==> src/sv/hcsm_pkg.sv <==
`timescale 1ns / 1ps
`default_nettype none
// ----------------------------------------------------------------------------
// hcsm_pkg
// Types, codes and helpers shared by the header compressor state machine.
// ----------------------------------------------------------------------------
package hcsm_pkg;

    // Field widths
    localparam int KIND_W  = 4;
    localparam int MODE_W  = 2;
    localparam int RUN_W   = 8;
    localparam int TMO_W   = 16;
    localparam int CFG_W   = 16;
    localparam int CFG_IDX_W = 2;

    // Compressor state codes
    localparam logic [MODE_W-1:0] PH_IR = 2'd0;
    localparam logic [MODE_W-1:0] PH_FO = 2'd1;
    localparam logic [MODE_W-1:0] PH_SO = 2'd2;

    // Packet type codes
    localparam logic [KIND_W-1:0] KIND_IR     = 4'd0;
    localparam logic [KIND_W-1:0] KIND_IR_DYN = 4'd1;

    // Configuration register indexes
    localparam logic [CFG_IDX_W-1:0] REG_IR_TIMEOUT   = 2'd0;
    localparam logic [CFG_IDX_W-1:0] REG_FO_TIMEOUT   = 2'd1;
    localparam logic [CFG_IDX_W-1:0] REG_IR_RUN_LIMIT = 2'd2;
    localparam logic [CFG_IDX_W-1:0] REG_FO_RUN_LIMIT = 2'd3;

    // Reset / fallback values
    localparam logic [TMO_W-1:0] DEF_IR_TIMEOUT = 16'd1024;
    localparam logic [TMO_W-1:0] DEF_FO_TIMEOUT = 16'd256;
    localparam logic [RUN_W-1:0] DEF_RUN_LIMIT  = 8'd3;

    // Machine state
    typedef struct packed {
        logic [MODE_W-1:0] phase;
        logic [RUN_W-1:0]  ir_run;
        logic [RUN_W-1:0]  fo_run;
        logic [TMO_W-1:0]  to_ir_count;
        logic [TMO_W-1:0]  to_fo_count;
    } hcsm_state_t;

    // Configuration registers
    typedef struct packed {
        logic [TMO_W-1:0] ir_timeout;
        logic [TMO_W-1:0] fo_timeout;
        logic [RUN_W-1:0] ir_run_limit;
        logic [RUN_W-1:0] fo_run_limit;
    } hcsm_cfg_t;

    // Saturating increments
    function automatic logic [RUN_W-1:0] sat_inc8(input logic [RUN_W-1:0] v);
        sat_inc8 = (v == {RUN_W{1'b1}}) ? v : v + RUN_W'(1);
    endfunction

    function automatic logic [TMO_W-1:0] sat_inc16(input logic [TMO_W-1:0] v);
        sat_inc16 = (v == {TMO_W{1'b1}}) ? v : v + TMO_W'(1);
    endfunction

endpackage : hcsm_pkg
`default_nettype wire

==> src/sv/hcsm_ifs.sv <==
`timescale 1ns / 1ps
`default_nettype none
// ----------------------------------------------------------------------------
// hcsm_ifs
// Valid/ready channels for packet requests and packet decisions.
// ----------------------------------------------------------------------------
interface hcsm_req_if;
    logic                        valid;
    logic                        ready;
    logic [hcsm_pkg::KIND_W-1:0] fo_kind;
    logic [hcsm_pkg::KIND_W-1:0] so_kind;

    modport source (output valid, output fo_kind, output so_kind, input ready);
    modport sink   (input valid, input fo_kind, input so_kind, output ready);
endinterface : hcsm_req_if

interface hcsm_rsp_if;
    logic                        valid;
    logic                        ready;
    logic [hcsm_pkg::KIND_W-1:0] packet_kind;
    logic [hcsm_pkg::MODE_W-1:0] mode_after;

    modport source (output valid, output packet_kind, output mode_after, input ready);
    modport sink   (input valid, input packet_kind, input mode_after, output ready);
endinterface : hcsm_rsp_if
`default_nettype wire

==> src/sv/hcsm_step.sv <==
`timescale 1ns / 1ps
`default_nettype none
// ----------------------------------------------------------------------------
// hcsm_step
// Next-state and packet-type decision for one packet: periodic fallback,
// run-length promotion, then packet-type choice.
// ----------------------------------------------------------------------------
module hcsm_step (
    input  hcsm_pkg::hcsm_state_t           cur,
    input  hcsm_pkg::hcsm_cfg_t             cfg,
    input  logic [hcsm_pkg::KIND_W-1:0]     fo_kind,
    input  logic [hcsm_pkg::KIND_W-1:0]     so_kind,
    output hcsm_pkg::hcsm_state_t           nxt,
    output logic [hcsm_pkg::KIND_W-1:0]     packet_kind
);
    import hcsm_pkg::*;

    logic [TMO_W-1:0] eff_ir;
    logic [TMO_W-1:0] eff_fo;

    // Effective timeouts: fall back to defaults on an unusable pair
    always_comb
    begin
        if ((cfg.ir_timeout == '0) || (cfg.fo_timeout == '0) ||
            (cfg.ir_timeout <= cfg.fo_timeout))
        begin
            eff_ir = DEF_IR_TIMEOUT;
            eff_fo = DEF_FO_TIMEOUT;
        end
        else
        begin
            eff_ir = cfg.ir_timeout;
            eff_fo = cfg.fo_timeout;
        end
    end

    // Three decision steps in sequence
    always_comb
    begin
        hcsm_state_t      s;
        logic [MODE_W-1:0] p;

        s = cur;

        // periodic fallback
        p = s.phase;
        if (s.to_ir_count >= eff_ir)
        begin
            s.to_ir_count = '0;
            p = PH_IR;
        end
        else if (s.to_fo_count >= eff_fo)
        begin
            s.to_fo_count = '0;
            if (s.phase != PH_IR)
                p = PH_FO;
        end
        if (p != s.phase)
        begin
            s.ir_run = '0;
            s.fo_run = '0;
            s.phase  = p;
        end
        if ((s.phase != PH_IR) && (s.phase != PH_FO))
            s.to_fo_count = sat_inc16(s.to_fo_count);
        if (s.phase != PH_IR)
            s.to_ir_count = sat_inc16(s.to_ir_count);

        // run-length promotion
        if ((s.phase == PH_IR) && (s.ir_run >= cfg.ir_run_limit))
        begin
            s.phase  = PH_FO;
            s.ir_run = '0;
            s.fo_run = '0;
        end
        else if ((s.phase == PH_FO) && (s.fo_run >= cfg.fo_run_limit))
        begin
            s.phase  = PH_SO;
            s.ir_run = '0;
            s.fo_run = '0;
        end

        // packet-type choice; IR_DYN in SO demotes to FO
        if (s.phase == PH_IR)
        begin
            s.ir_run    = sat_inc8(s.ir_run);
            packet_kind = KIND_IR;
        end
        else if (s.phase == PH_FO)
        begin
            s.fo_run    = sat_inc8(s.fo_run);
            packet_kind = fo_kind;
        end
        else
        begin
            packet_kind = so_kind;
            if (so_kind == KIND_IR_DYN)
            begin
                s.phase  = PH_FO;
                s.ir_run = '0;
                s.fo_run = '0;
            end
        end

        nxt = s;
    end

endmodule : hcsm_step
`default_nettype wire

==> src/sv/header_compressor_state_machine_unit.sv <==
`timescale 1ns / 1ps
`default_nettype none
// ----------------------------------------------------------------------------
// header_compressor_state_machine_unit
// IR/FO/SO compressor state machine: one packet decision per transfer.
// ----------------------------------------------------------------------------
//  Channel   Dir  Handshake     Payload
//  req       in   valid/ready   fo_kind[3:0], so_kind[3:0]
//  rsp       out  valid/ready   packet_kind[3:0], mode_after[1:0]
//  cfg       in   cfg_we        cfg_index[1:0], cfg_wdata[15:0]
//
//  One request per cycle while req.ready is high; its decision appears on
//  rsp the next cycle. The result register is the only stage: state
//  advances at the request transfer, so throughput is one packet per clock
//  unless rsp stalls. req.ready is low only while a result is held and
//  rsp.ready is low. Reset puts the machine in IR with all counters
//  cleared and the configuration registers at their defaults.
// ----------------------------------------------------------------------------
module header_compressor_state_machine_unit (
    input  logic                              clk,
    input  logic                              rst_n,
    hcsm_req_if.sink                          req,
    hcsm_rsp_if.source                        rsp,
    input  logic                              cfg_we,
    input  logic [hcsm_pkg::CFG_IDX_W-1:0]    cfg_index,
    input  logic [hcsm_pkg::CFG_W-1:0]        cfg_wdata
);
    import hcsm_pkg::*;

    hcsm_cfg_t         cfg_reg;
    hcsm_state_t       state_reg;
    hcsm_state_t       state_next;
    logic [KIND_W-1:0] kind_next;
    logic [KIND_W-1:0] kind_reg;
    logic [MODE_W-1:0] mode_reg;
    logic              valid_reg;
    logic              req_xfer;

    assign req.ready = !valid_reg || rsp.ready;
    assign req_xfer  = req.valid && req.ready;

    // Configuration writes
    always_ff @(posedge clk or negedge rst_n)
    begin
        if (!rst_n)
        begin
            cfg_reg.ir_timeout   <= DEF_IR_TIMEOUT;
            cfg_reg.fo_timeout   <= DEF_FO_TIMEOUT;
            cfg_reg.ir_run_limit <= DEF_RUN_LIMIT;
            cfg_reg.fo_run_limit <= DEF_RUN_LIMIT;
        end
        else if (cfg_we)
        begin
            case (cfg_index)
                REG_IR_TIMEOUT:   cfg_reg.ir_timeout   <= cfg_wdata;
                REG_FO_TIMEOUT:   cfg_reg.fo_timeout   <= cfg_wdata;
                REG_IR_RUN_LIMIT: cfg_reg.ir_run_limit <= cfg_wdata[RUN_W-1:0];
                REG_FO_RUN_LIMIT: cfg_reg.fo_run_limit <= cfg_wdata[RUN_W-1:0];
                default:          ;
            endcase
        end
    end

    // Decision logic
    hcsm_step u_step (
        .cur         (state_reg),
        .cfg         (cfg_reg),
        .fo_kind     (req.fo_kind),
        .so_kind     (req.so_kind),
        .nxt         (state_next),
        .packet_kind (kind_next)
    );

    // Machine state
    always_ff @(posedge clk or negedge rst_n)
    begin
        if (!rst_n)
            state_reg <= '0;
        else if (req_xfer)
            state_reg <= state_next;
    end

    // Result register
    always_ff @(posedge clk or negedge rst_n)
    begin
        if (!rst_n)
            valid_reg <= 1'b0;
        else if (req.ready)
            valid_reg <= req.valid;
    end

    always_ff @(posedge clk)
    begin
        if (req_xfer)
        begin
            kind_reg <= kind_next;
            mode_reg <= state_next.phase;
        end
    end

    assign rsp.valid       = valid_reg;
    assign rsp.packet_kind = kind_reg;
    assign rsp.mode_after  = mode_reg;

endmodule : header_compressor_state_machine_unit
`default_nettype wire
==> src/flat_wrapper.sv <==
// flat-port wrapper written by rule: the top's interface ports become plain ports
module header_compressor_state_machine_unit_flat import hcsm_pkg::*;
  (clk, rst_n, cfg_we, cfg_index, cfg_wdata, req_valid, req_fo_kind, req_so_kind, req_ready, rsp_valid, rsp_packet_kind, rsp_mode_after, rsp_ready);
  hcsm_req_if req_i ();
  hcsm_rsp_if rsp_i ();
  input  logic clk;
  input  logic rst_n;
  input  logic cfg_we;
  input  logic [hcsm_pkg::CFG_IDX_W-1:0] cfg_index;
  input  logic [hcsm_pkg::CFG_W-1:0] cfg_wdata;
  input wire logic [$bits(req_i.valid)-1:0] req_valid;
  input wire logic [$bits(req_i.fo_kind)-1:0] req_fo_kind;
  input wire logic [$bits(req_i.so_kind)-1:0] req_so_kind;
  output wire logic [$bits(req_i.ready)-1:0] req_ready;
  output wire logic [$bits(rsp_i.valid)-1:0] rsp_valid;
  output wire logic [$bits(rsp_i.packet_kind)-1:0] rsp_packet_kind;
  output wire logic [$bits(rsp_i.mode_after)-1:0] rsp_mode_after;
  input wire logic [$bits(rsp_i.ready)-1:0] rsp_ready;
  assign req_i.valid = req_valid;
  assign req_i.fo_kind = req_fo_kind;
  assign req_i.so_kind = req_so_kind;
  assign req_ready = req_i.ready;
  assign rsp_valid = rsp_i.valid;
  assign rsp_packet_kind = rsp_i.packet_kind;
  assign rsp_mode_after = rsp_i.mode_after;
  assign rsp_i.ready = rsp_ready;
  header_compressor_state_machine_unit u_core (.clk(clk), .rst_n(rst_n), .req(req_i), .rsp(rsp_i), .cfg_we(cfg_we), .cfg_index(cfg_index), .cfg_wdata(cfg_wdata));
endmodule
==> config.mk <==
export PLATFORM = sky130hd
export DESIGN_NAME = header_compressor_state_machine_unit_flat
export DESIGN_NICKNAME = d
export VERILOG_FILES = /design/src/sv/hcsm_pkg.sv /design/src/sv/hcsm_ifs.sv /design/src/sv/hcsm_step.sv /design/src/sv/header_compressor_state_machine_unit.sv /design/src/flat_wrapper.sv
export SDC_FILE = /design/constraint.sdc
export NUM_CORES = 1
export LEC_CHECK = 0
export BUFFER_PORTS_ARGS = -buffer_cell sky130_fd_sc_hd__buf_2
export CAP_MARGIN = 10
export CORE_MARGIN = 8
export CORE_UTILIZATION = 43
export CTS_BUF_LIST = sky130_fd_sc_hd__clkbuf_8 sky130_fd_sc_hd__clkbuf_16
export CTS_CLUSTER_DIAMETER = 40
export DETAILED_ROUTE_END_ITERATION = 16
export PLACE_DENSITY = 0.58
export SLEW_MARGIN = 20
export SYNTH_ARGS = -nofsm -noshare
export SYNTH_HDL_FRONTEND = slang
export SYNTH_HIERARCHICAL = 1
export SYNTH_SLANG_ARGS = --single-unit
==> constraint.sdc <==
create_clock -name clk -period 7.8 [get_ports clk]
set_input_delay 0.39 -clock clk [delete_from_list [all_inputs] [get_ports clk]]
set_output_delay 0.39 -clock clk [all_outputs]
set_load 0.02 [all_outputs]
==> results of run 1 <==
==> power by group <==
group | switching [µW] | internal, µW
Sequential | 132 | 661
Combinational | 528 | 423
Clock | 223 | 223
==> kinds of logic (layout without fill, tap and decap cells) <==
| kind of cell | after synthesis | count (layout) | share of synthesized area [%] |
|---|---|---|---|
| AO/OA/AOI/OAI | 119 | 119 | 12.3 |
| XOR/XNOR | 29 | 29 | 3.47 |
| adder cells (fa/ha/maj) | 67 | 67 | 11.5 |
| buffers and inverters | 69 | 114 | 4.00 |
| flip-flops | 105 | 105 | 36.4 |
| multiplexers | 101 | 101 | 15.5 |
| AND/OR/NAND/NOR | 239 | 240 | 16.8 |
==> per-stage QoR <==
step / setup TNS (ns) / setup slack [ns] / hold slack (ns) / std cells
floorplan: 0 / 0.665 / 0.0944 / 729
global placement: 0 / 0.556 / 0.427 / 977
detailed placement: 0 / 0.299 / 0.431 / 977
CTS: 0 / 0.208 / 0.0440 / 993
global route: -0.00928 / -0.00928 / 0.0656 / 995
finish: 0 / 0.403 / 0.0238 / 995
==> critical path: cells and delay by family (launching register included) <==
family / cells / cell delay, ns
buffers and inverters: 3 / 0.33
and+or+nand+nor: 11 / 1.72
DFF: 1 / 0.55
AOI/OAI and AO/OA: 12 / 3.51
muxes: 1 / 0.19
adders and majority gates: 4 / 1.01
==> metal layers <==
layer,GRT usage [%],vias to the layer above
met3,2.16,23
met4,4.84,0
met2,26.7,141
met1,22.9,2859
li1,-,2733
met5,0,-
==> layout by cell type (no fill, tap or decap), types with 10 or more instances in the layout <==
master   count
buf_4       12
and3_1      10
a21oi_1     26
mux2_2     100
and2_1      19
dfrtp_1     93
buf_2       37
nand4_1     26
xor2_1      24
nand2_1     79
nand3_1     23
nor2_1      39
inv_1       48
o21ai_0     26
ha_1        67
==> worst paths after layout <==
path                                                start                               end  slack [ns]  cells after the start
hold / removal                                      rst_n   u_core/state_reg[4]$_DFFE_PN0P_        0.02                      1
setup reg to reg           u_core/cfg_reg[24]$_DFFE_PN1P_  u_core/state_reg[43]$_DFFE_PN0P_        0.40                     31
max in group asynchronous                           rst_n     u_core/cfg_reg[2]$_DFFE_PN0P_        6.61                      2
hold reg to reg             u_core/cfg_reg[2]$_DFFE_PN0P_     u_core/cfg_reg[2]$_DFFE_PN0P_        0.51                      1
setup / recovery           u_core/cfg_reg[24]$_DFFE_PN1P_  u_core/state_reg[43]$_DFFE_PN0P_        0.40                     31
min in group clk                                req_valid      u_core/rsp.valid$_DFFE_PN0P_        0.25                      2
==> cell type report <==
type	count	area (µm²)
Multi-Input combinational cell	556	4400
Timing Repair Buffer	50	287
Fill cell	1518	8550
Tap cell	220	275
Clock buffer	9	225
Sequential cell	105	2670
Clock inverter	7	62.6
Inverter	48	180
==> what timing repair did <==
action | CTS | global route
endpoints found under the setup margin | 0 | 7
buffers inserted | 0 | 1
resized for setup | 0 | 6
==> impl_metrics.toml, run 1 <==
[outcome]
status = "finished clean"

[route]
ant_nets = 0
met1_length_um = 8730
via_per_inst = 5.78
first_iter_violations = 484
finalWirelength_um = 17600
num_vias = 5756
wl_met2_um = 8030
wire_per_inst_um = 17.7
wl_met3_um = 595
drc = 0
dr.max_layer_used = "met4"
drt_pass1_iterations = 5

[synth]
yosysMostFrequentCell = "mux2_2"
synth_cell_types = 77
async_flop_share_pct = 94.3
yosysSeqAreaShare_pct = 36.4
yosysTopAreaCellShare_pct = 31.8
netlist_area_um2 = 7320
synth_edf_count = 6
synth_top_area_cell = "dfrtp_1"
synth_top_cells_by_area = "dfrtp_1 (32%), mux2_2 (15%), ha_1 (11%)"
synth_nets = 827
yosys_warnings = 6
synthTopCellsByCount = "mux2_2 (100), dfrtp_1 (93), nand2_1 (82)"
syn_area_per_cell_um2 = 10.0
syn_inst = 729
synth_seq_cells = 105
ys.flop_type = "dfrtp_1"

[layout]
design_area_um2 = 8100
area_growth_pct = 10.6
n_antenna_cell = 0
drive_gt1_share_pct = 25.7
final_nets = 868
finish.utilization_pct = 48.6
largest_register_ffs = 50

[grt]
grt_max_degree = 60
grt-ovfl-total = 0
grt_pass1_wl_um = 29500
grtUsageTotal_pct = 16.6
grt_pass1_vias = 5675
grt_antenna_before_repair = 0

[worst_setup_path]
crit_top_cell = "ha_1"
start_kind = "flop"
arrival_ns = 7.69
cp-end-kind = "flop"
crit_slowest_cell = "a2111oi_0"
cp.required_ns = 8.10
path_max_fanout = 11
path_class = "reg2reg"
cpPeakStageDelay_ns = 0.77

[placement]
place.port_buffers = 38
gp_congestion = 0.929
place_area_um2 = 7770
dp_hpwl_um = 13300

[power]
ir_worst_vdd_v = 0.000127
finalPower_uw = 2190
p_leak_uw = 0.00378
power.density_nw_per_um2 = 270

[sta]
hold_viol = 0
finalSetupViolCount = 0
fin_crit_ns = 7.40
final_max_slew_viol_count = 0
finalCritPeriodShare_pct = 94.8
slew_headroom_pct = 40.2
tightest_slew_ns = 0.896
fmax_mhz = 135
finalClockSkew_ns = 0.0118

[min_path]
hp-class = "in2async"

[clock_tree]
path_clk_slew_ns = 0.08
cts_tree = "done"
clkSinkCount = 105
h-tree-depth = 3
cts_hold_buf = 0
clock_latency_ns = 0.36
clk_path_buf_depth = 2
cts_made_buffers = 9
cts-root-buf = "clkbuf_16"

[die]
initial_core_util_pct = 44.0
core-area_um2 = 16600
io_pins = 39
die_area_um2 = 21500
rows = 47
die_w_um = 146
die_h_um = 146

[job]
maxCapViolCount = 0
Note: power is estimated with default switching activity, not from simulation.
==> run 2: changes to the inputs <==
--- a/config.mk
+++ b/config.mk
@@ -5,14 +5,17 @@
 export SDC_FILE = /design/constraint.sdc
 export NUM_CORES = 1
 export LEC_CHECK = 0
+export ABC_AREA = 1
 export BUFFER_PORTS_ARGS = -buffer_cell sky130_fd_sc_hd__buf_2
 export CAP_MARGIN = 10
+export CELL_PAD_IN_SITES_DETAIL_PLACEMENT = 1
+export CELL_PAD_IN_SITES_GLOBAL_PLACEMENT = 2
 export CORE_MARGIN = 8
-export CORE_UTILIZATION = 43
+export CORE_UTILIZATION = 36
 export CTS_BUF_LIST = sky130_fd_sc_hd__clkbuf_8 sky130_fd_sc_hd__clkbuf_16
 export CTS_CLUSTER_DIAMETER = 40
 export DETAILED_ROUTE_END_ITERATION = 16
-export PLACE_DENSITY = 0.58
+export PLACE_DENSITY = 0.8
 export SLEW_MARGIN = 20
 export SYNTH_ARGS = -nofsm -noshare
 export SYNTH_HDL_FRONTEND = slang
==> run 2 against run 1 <==
  * Via count is 33% higher
  * Design area up 12%
  * Clock skew grew 0.0054 ns
  * Utilization decreased by 8.9 points
  * Final cell count up 49%
  * Die area up 32%
  * Sequential power decreased by 4.4%
  * Total power is 13% higher
  * Critical path depth rose by 11
  * Synthesized cell count grew 62%
  * Clock power grew 9.2%
==> impl_metrics.toml, run 2 <==
[outcome]
status = "finished clean"

[route]
num_vias = 7672
finalWirelength_um = 25500
wl_met2_um = 11700
ant_nets = 0
wl_met3_um = 443
met1_length_um = 13200
dr.max_layer_used = "met4"
wire_per_inst_um = 17.1
drc = 0
via_per_inst = 5.16
first_iter_violations = 448
drt_pass1_iterations = 4

[worst_setup_path]
arrival_ns = 6.72
cp_num_buf_inv = 5
cp_top_family = "simple AND/OR/NAND/NOR gates"
path_class = "reg2reg"
start_kind = "flop"
cpPeakStageDelay_ns = 0.38
cp-end-kind = "flop"
crit_slowest_cell = "dfrtp_1"
crit_top_cell = "nand2_1"
cp.required_ns = 8.06
path_max_fanout = 28

[job]
maxCapViolCount = 0

[grt]
grt_antenna_before_repair = 0
grtUsageTotal_pct = 18.8
grt_pass1_vias = 8097
grt-ovfl-total = 0
grt_pass1_wl_um = 43400
grt_max_degree = 70

[clock_tree]
clk_path_buf_depth = 2
cts_hold_buf = 1
h-tree-depth = 3
cts_resized = 0
clock_latency_ns = 0.37
path_clk_slew_ns = 0.09
post_cts.repair.setup_buffers = 0
cts-root-buf = "clkbuf_16"
clkSinkCount = 105
cts_tree = "done"
cts_made_buffers = 9

[placement]
dp_hpwl_um = 19300
place_area_um2 = 8710
placedCellCount = 1470
place.port_buffers = 38
gp_congestion = 0.856

[synth]
synth_cell_types = 52
synth_edf_count = 6
synth_seq_cells = 105
ys.flop_type = "dfrtp_1"
yosysMostFrequentCell = "nand2_1"
synth_top_cells_by_area = "dfrtp_1 (28%), nand2_1 (18%), ha_1 (10%)"
syn_inst = 1181
yosysTopAreaCellShare_pct = 27.9
yosys_warnings = 6
syn_area_per_cell_um2 = 7.06
synthTopCellsByCount = "nand2_1 (406), nand3_1 (120), inv_1 (116)"
yosysSeqAreaShare_pct = 32.0
async_flop_share_pct = 94.3
synth_nets = 1279
netlist_area_um2 = 8330
synth_top_area_cell = "dfrtp_1"

[sta]
rsz0062_at_grt = "no"
slew_headroom_pct = 37.9
finalSetupViolCount = 0
final_max_slew_viol_count = 0
hold_viol = 0
tightest_slew_ns = 0.931
finalCritPeriodShare_pct = 82.8
tns_ns = 0
finalClockSkew_ns = 0.0172
fin_crit_ns = 6.46
fmax_mhz = 155
holdWs_ns = 0.246

[die]
die_area_um2 = 28300
rows = 55
core-area_um2 = 22700
die_h_um = 168
die_w_um = 168
initial_core_util_pct = 36.7
io_pins = 39

[layout]
drive_gt1_share_pct = 12.0
largest_register_ffs = 50
finish.utilization_pct = 39.8
final_common_cell = "nand2_1"
n_antenna_cell = 0
design_area_um2 = 9030
fillCellCount = 2922
area_growth_pct = 8.33
final_nets = 1295
layout_common_cells = "nand2_1 (405), nand3_1 (120), inv_1 (116), dfrtp_1 (93), ha_1 (67)"
fin_cells = 1487

[power]
power.density_nw_per_um2 = 274
p_leak_uw = 0.00468
ir_worst_vdd_v = 0.000147

[min_path]
hp-class = "in2reg"
==> run 2: cell types whose count changed in the layout (fill, tap and decap cells not counted), moves of 9 or more <==
cell | before | now
nor2_1 | 39 | 66
inv_2 | 0 | 12
o21ai_1 | 1 | 20
and3_1 | 10 | 0
mux2_2 | 100 | 0
and2_1 | 19 | 0
xor2_1 | 24 | 15
nand4_1 | 26 | 45
nand2_1 | 79 | 405
nor2_2 | 0 | 12
inv_1 | 48 | 116
nand3_1 | 23 | 120
nor2_4 | 0 | 11
nand2_2 | 3 | 13
==> run 2: cells by family (layout without fill, tap and decap cells) <==
logic type	after synthesis	in the layout	share of synthesized area (%)
AO/OA/AOI/OAI	104	104	7.12
XOR/XNOR	24	24	2.52
adder cells (fa/ha/maj)	67	67	10.1
buffers and inverters	170	191	8.54
flip-flops	105	105	32.0
AND/OR/NAND/NOR	711	711	39.8
==> run 2: layout make-up <==
| class | instances | area, µm² | share of cell area [%] |
|---|---|---|---|
| Multi-Input combinational cell | 906 | 4960 | 54.9 |
| Sequential cell | 105 | 2670 | 29.5 |
| Inverter | 131 | 495 | 5.49 |
| Tap cell | 285 | 357 | 3.95 |
| Timing Repair Buffer | 44 | 240 | 2.66 |
| Clock buffer | 9 | 225 | 2.49 |
| Clock inverter | 7 | 86.3 | 0.956 |
==> run 2: final timing paths <==
| check | start | cells past startpoint | end | slack [ns] |
|---|---|---|---|---|
| worst min register to register | u_core/cfg_reg[9]$_DFFE_PN1P_ | 2 | u_core/cfg_reg[9]$_DFFE_PN1P_ | 0.47 |
| max in group asynchronous | rst_n | 3 | u_core/state_reg[30]$_DFFE_PN0P_ | 5.98 |
| worst min-delay path | cfg_wdata[10] | 3 | u_core/cfg_reg[42]$_DFFE_PN1P_ | 0.25 |
| worst max-delay path | u_core/cfg_reg[19]$_DFFE_PN0P_ | 42 | u_core/state_reg[41]$_DFFE_PN0P_ | 1.34 |
| min in group asynchronous | rst_n | 2 | u_core/cfg_reg[25]$_DFFE_PN0P_ | 0.49 |
| worst max register to register | u_core/cfg_reg[19]$_DFFE_PN0P_ | 42 | u_core/state_reg[41]$_DFFE_PN0P_ | 1.34 |
==> run 2: tightest hold or removal path, delay by kind of cell <==
kind                   cells  cell delay, ns
buffers and inverters      1            0.10
and+or+nand+nor            2            0.13
==> run 2: per-stage QoR <==
step	setup WS (ns)	total power, µW
after CTS	1.32	2510
after global placement	1.56	1980
after global routing	0.621	2710
final	1.34	2470
after detailed placement	1.36	2000
after floorplan	2.49	1660
==> run 2: metal layers <==
| metal | global-route usage [%] | up-vias |
|---|---|---|
| li1 | - | 3894 |
| met1 | 26.5 | 3711 |
| met2 | 30.4 | 51 |
| met3 | 2.60 | 16 |
| met4 | 3.42 | 0 |
| met5 | 0 | - |
==> run 2: report_power, final <==
part	total (µW)	switching, µW	internal, µW
sequential	758	99.9	658
combinational	1220	850	375
clock	487	253	234
total	2470	1200	1270
==> run 3: changes to the inputs <==
--- a/config.mk
+++ b/config.mk
@@ -5,13 +5,13 @@
 export SDC_FILE = /design/constraint.sdc
 export NUM_CORES = 1
 export LEC_CHECK = 0
-export ABC_AREA = 1
+export ABC_AREA = 0
 export BUFFER_PORTS_ARGS = -buffer_cell sky130_fd_sc_hd__buf_2
 export CAP_MARGIN = 10
 export CELL_PAD_IN_SITES_DETAIL_PLACEMENT = 1
 export CELL_PAD_IN_SITES_GLOBAL_PLACEMENT = 2
 export CORE_MARGIN = 8
-export CORE_UTILIZATION = 36
+export CORE_UTILIZATION = 41
 export CTS_BUF_LIST = sky130_fd_sc_hd__clkbuf_8 sky130_fd_sc_hd__clkbuf_16
 export CTS_CLUSTER_DIAMETER = 40
 export DETAILED_ROUTE_END_ITERATION = 16
==> constraint.sdc (replaced) <==
create_clock -name clk -period 6.5 [get_ports clk]
set_input_delay 0.325 -clock clk [delete_from_list [all_inputs] [get_ports clk]]
set_output_delay 0.325 -clock clk [all_outputs]
set_load 0.02 [all_outputs]
==> run 3 against run 2 <==
  * The run now ends with setup timing left
  * Clock-buffer cell count increased by 2
  * Clock skew decreased by 0.0077 ns
  * Combinational power increased by 26%
  * Critical path type unchanged
==> impl_metrics.toml, run 3 (synthesis gave the netlist of run 1 again) <==
[sta]
fmax_mhz = 150
final_max_slew_viol_count = 0
finalCritPeriodShare_pct = 102
finalSetupViolCount = 7
fin_crit_ns = 6.66
worst_slack_ns = -0.155
rsz0062_at_grt = "yes"
holdWs_ns = 0.209
hold_viol = 0
finalClockSkew_ns = 0.00960
slew_headroom_pct = 37.5
tightest_slew_ns = 0.937

[clock_tree]
path_clk_slew_ns = 0.08
clock_latency_ns = 0.36
cts_made_buffers = 9
cts-root-buf = "clkbuf_16"
clkSinkCount = 105
h-tree-depth = 3
cts_tree = "done"
clk_path_buf_depth = 2

[grt]
grt-ovfl-total = 0
grt_max_degree = 67
grtUsageTotal_pct = 19.4
grt_pass1_vias = 6458
grt_pass1_wl_um = 34500
grt_antenna_before_repair = 0

[power]
switching_share_pct = 40.6
combPwrFrac_pct = 50.6
power.density_nw_per_um2 = 338
intPower_uw = 1800
p_leak_uw = 0.00416
sequentialPowerShare_pct = 31.0
ir_worst_vdd_v = 0.000162
finalPower_uw = 3040
p_switching_uw = 1230
clkPwrFrac_pct = 18.3

[layout]
drive_gt1_share_pct = 37.5
layout_common_cells = "mux2_2 (95), dfrtp_1 (93), nand2_1 (73), buf_4 (57), ha_1 (55)"
final_nets = 924
fin_cells = 1060
largest_register_ffs = 50
finish.utilization_pct = 50.8
design_area_um2 = 8990
area_growth_pct = 22.9
final_common_cell = "mux2_2"
n_antenna_cell = 0

[route]
first_iter_violations = 254
met1_length_um = 9480
dr.max_layer_used = "met4"
wire_per_inst_um = 20.4
drc = 0
via_per_inst = 5.62
ant_nets = 0
drt_pass1_iterations = 4
wl_met2_um = 11200
wl_met3_um = 496
finalWirelength_um = 21600
num_vias = 5955

[worst_setup_path]
r2r-end = "u_core/state_reg[43]$_DFFE_PN0P_"
worstReg2RegStart = "u_core/cfg_reg[33]$_DFFE_PN0P_"
start_kind = "flop"
reg2regPathDepth = 34
path_class = "reg2reg"
arrival_ns = 6.90
rrSetupSlack_ns = -0.16
path_max_fanout = 8
cp-end-kind = "flop"
cp.required_ns = 6.74
crit_slowest_cell = "dfrtp_1"
crit_top_cell = "o21a_1"
cpPeakStageDelay_ns = 0.39

[placement]
place_area_um2 = 8110
placedCellCount = 1020
dp_hpwl_um = 15700
place.port_buffers = 38
gp_congestion = 0.818

[die]
die_w_um = 150
io_pins = 39
rows = 49
core-area_um2 = 17700
die_h_um = 150
initial_core_util_pct = 41.3
die_area_um2 = 22400

[min_path]
hp-class = "in2reg"
hold_end = "u_core/rsp.valid$_DFFE_PN0P_"
hold_depth = 2
hold_path_startpoint = "req_valid"

[outcome]
status = "complete, but fails checks"
violations = "setup timing"

[job]
maxCapViolCount = 0
## run 3: changes by cell type in the layout (fill, tap and decap cells not counted), moves of 14 or more
cell     delta
nand2_1   -332
nand3_1    -97
mux2_2     +95
inv_1      -69
buf_4      +51
nor2_1     -30
nand4_1    -20
a21oi_1    -17
o21ai_0    -16
and2_1     +14
## run 3: per-stage QoR
| step | TNS [ns] | worst slack, ns |
|---|---|---|
| global placement | -0.00641 | -0.00580 |
| finish | -0.834 | -0.155 |
| global route | -2.99 | -0.398 |
| detailed placement | -1.24 | -0.202 |
| floorplan | -0.111 | -0.0512 |
| CTS | 0 | 0.00189 |
## run 3: critical path, delay by kind of cell (launching register included)
family,cells,cell delay [ns]
compound gates,16,2.93
fa+ha+maj,4,0.91
buf+inv,2,0.39
flops,1,0.39
mux,1,0.28
simple gates,11,1.64
## run 3: per-layer routing
| metal | global-route usage, % | up-vias |
|---|---|---|
| met2 | 34.8 | 77 |
| met3 | 2.15 | 27 |
| met4 | 6.11 | 0 |
| li1 | - | 2838 |
| met1 | 23.9 | 3013 |
| met5 | 0 | - |
## run 3: repair_timing
item	4_1_cts	5_1_grt
hold buffers	1	0
resized for setup	14	77
hold endpoints to repair	31	0
endpoints found under the setup margin	10	16
pin swaps	9	23
setup buffers	9	12
cloned	2	1
## run 3: how the worst max path moves through the flow
stage | startpoint | depth (start not counted) | slack (ns) | endpoint
finish | u_core/cfg_reg[33]$_DFFE_PN0P_ | 34 | -0.16 | u_core/state_reg[43]$_DFFE_PN0P_
global route | u_core/cfg_reg[33]$_DFFE_PN0P_ | 34 | -0.40 | u_core/state_reg[42]$_DFFE_PN0P_
CTS | u_core/cfg_reg[33]$_DFFE_PN0P_ | 35 | 0.002 | u_core/state_reg[44]$_DFFE_PN0P_
detailed placement | u_core/cfg_reg[33]$_DFFE_PN0P_ | 33 | -0.20 | u_core/state_reg[40]$_DFFE_PN0P_
global placement | u_core/cfg_reg[33]$_DFFE_PN0P_ | 33 | -0.006 | u_core/state_reg[40]$_DFFE_PN0P_
floorplan | u_core/cfg_reg[33]$_DFFE_PN0P_ | 35 | -0.05 | u_core/state_reg[43]$_DFFE_PN0P_
## run 3: layout make-up
cell class / count / area, µm²
fillers: 1962 / 8720
inverters: 48 / 180
clock inverters: 5 / 46.3
repair buffers: 106 / 764
well taps: 229 / 287
flip-flops and latches: 105 / 2670
clock buffers: 11 / 253
multi-input cells: 556 / 4800
## run 3: power by group through the flow
| stage | Sequential [µW] | Clock, µW | Combinational (µW) |
|---|---|---|---|
| after floorplan | 904 | 0 | 903 |
| after global placement | 939 | 0 | 1230 |
| after detailed placement | 947 | 0 | 1300 |
| after CTS | 937 | 579 | 1360 |
| after global routing | 966 | 592 | 1680 |
| final | 942 | 557 | 1540 |
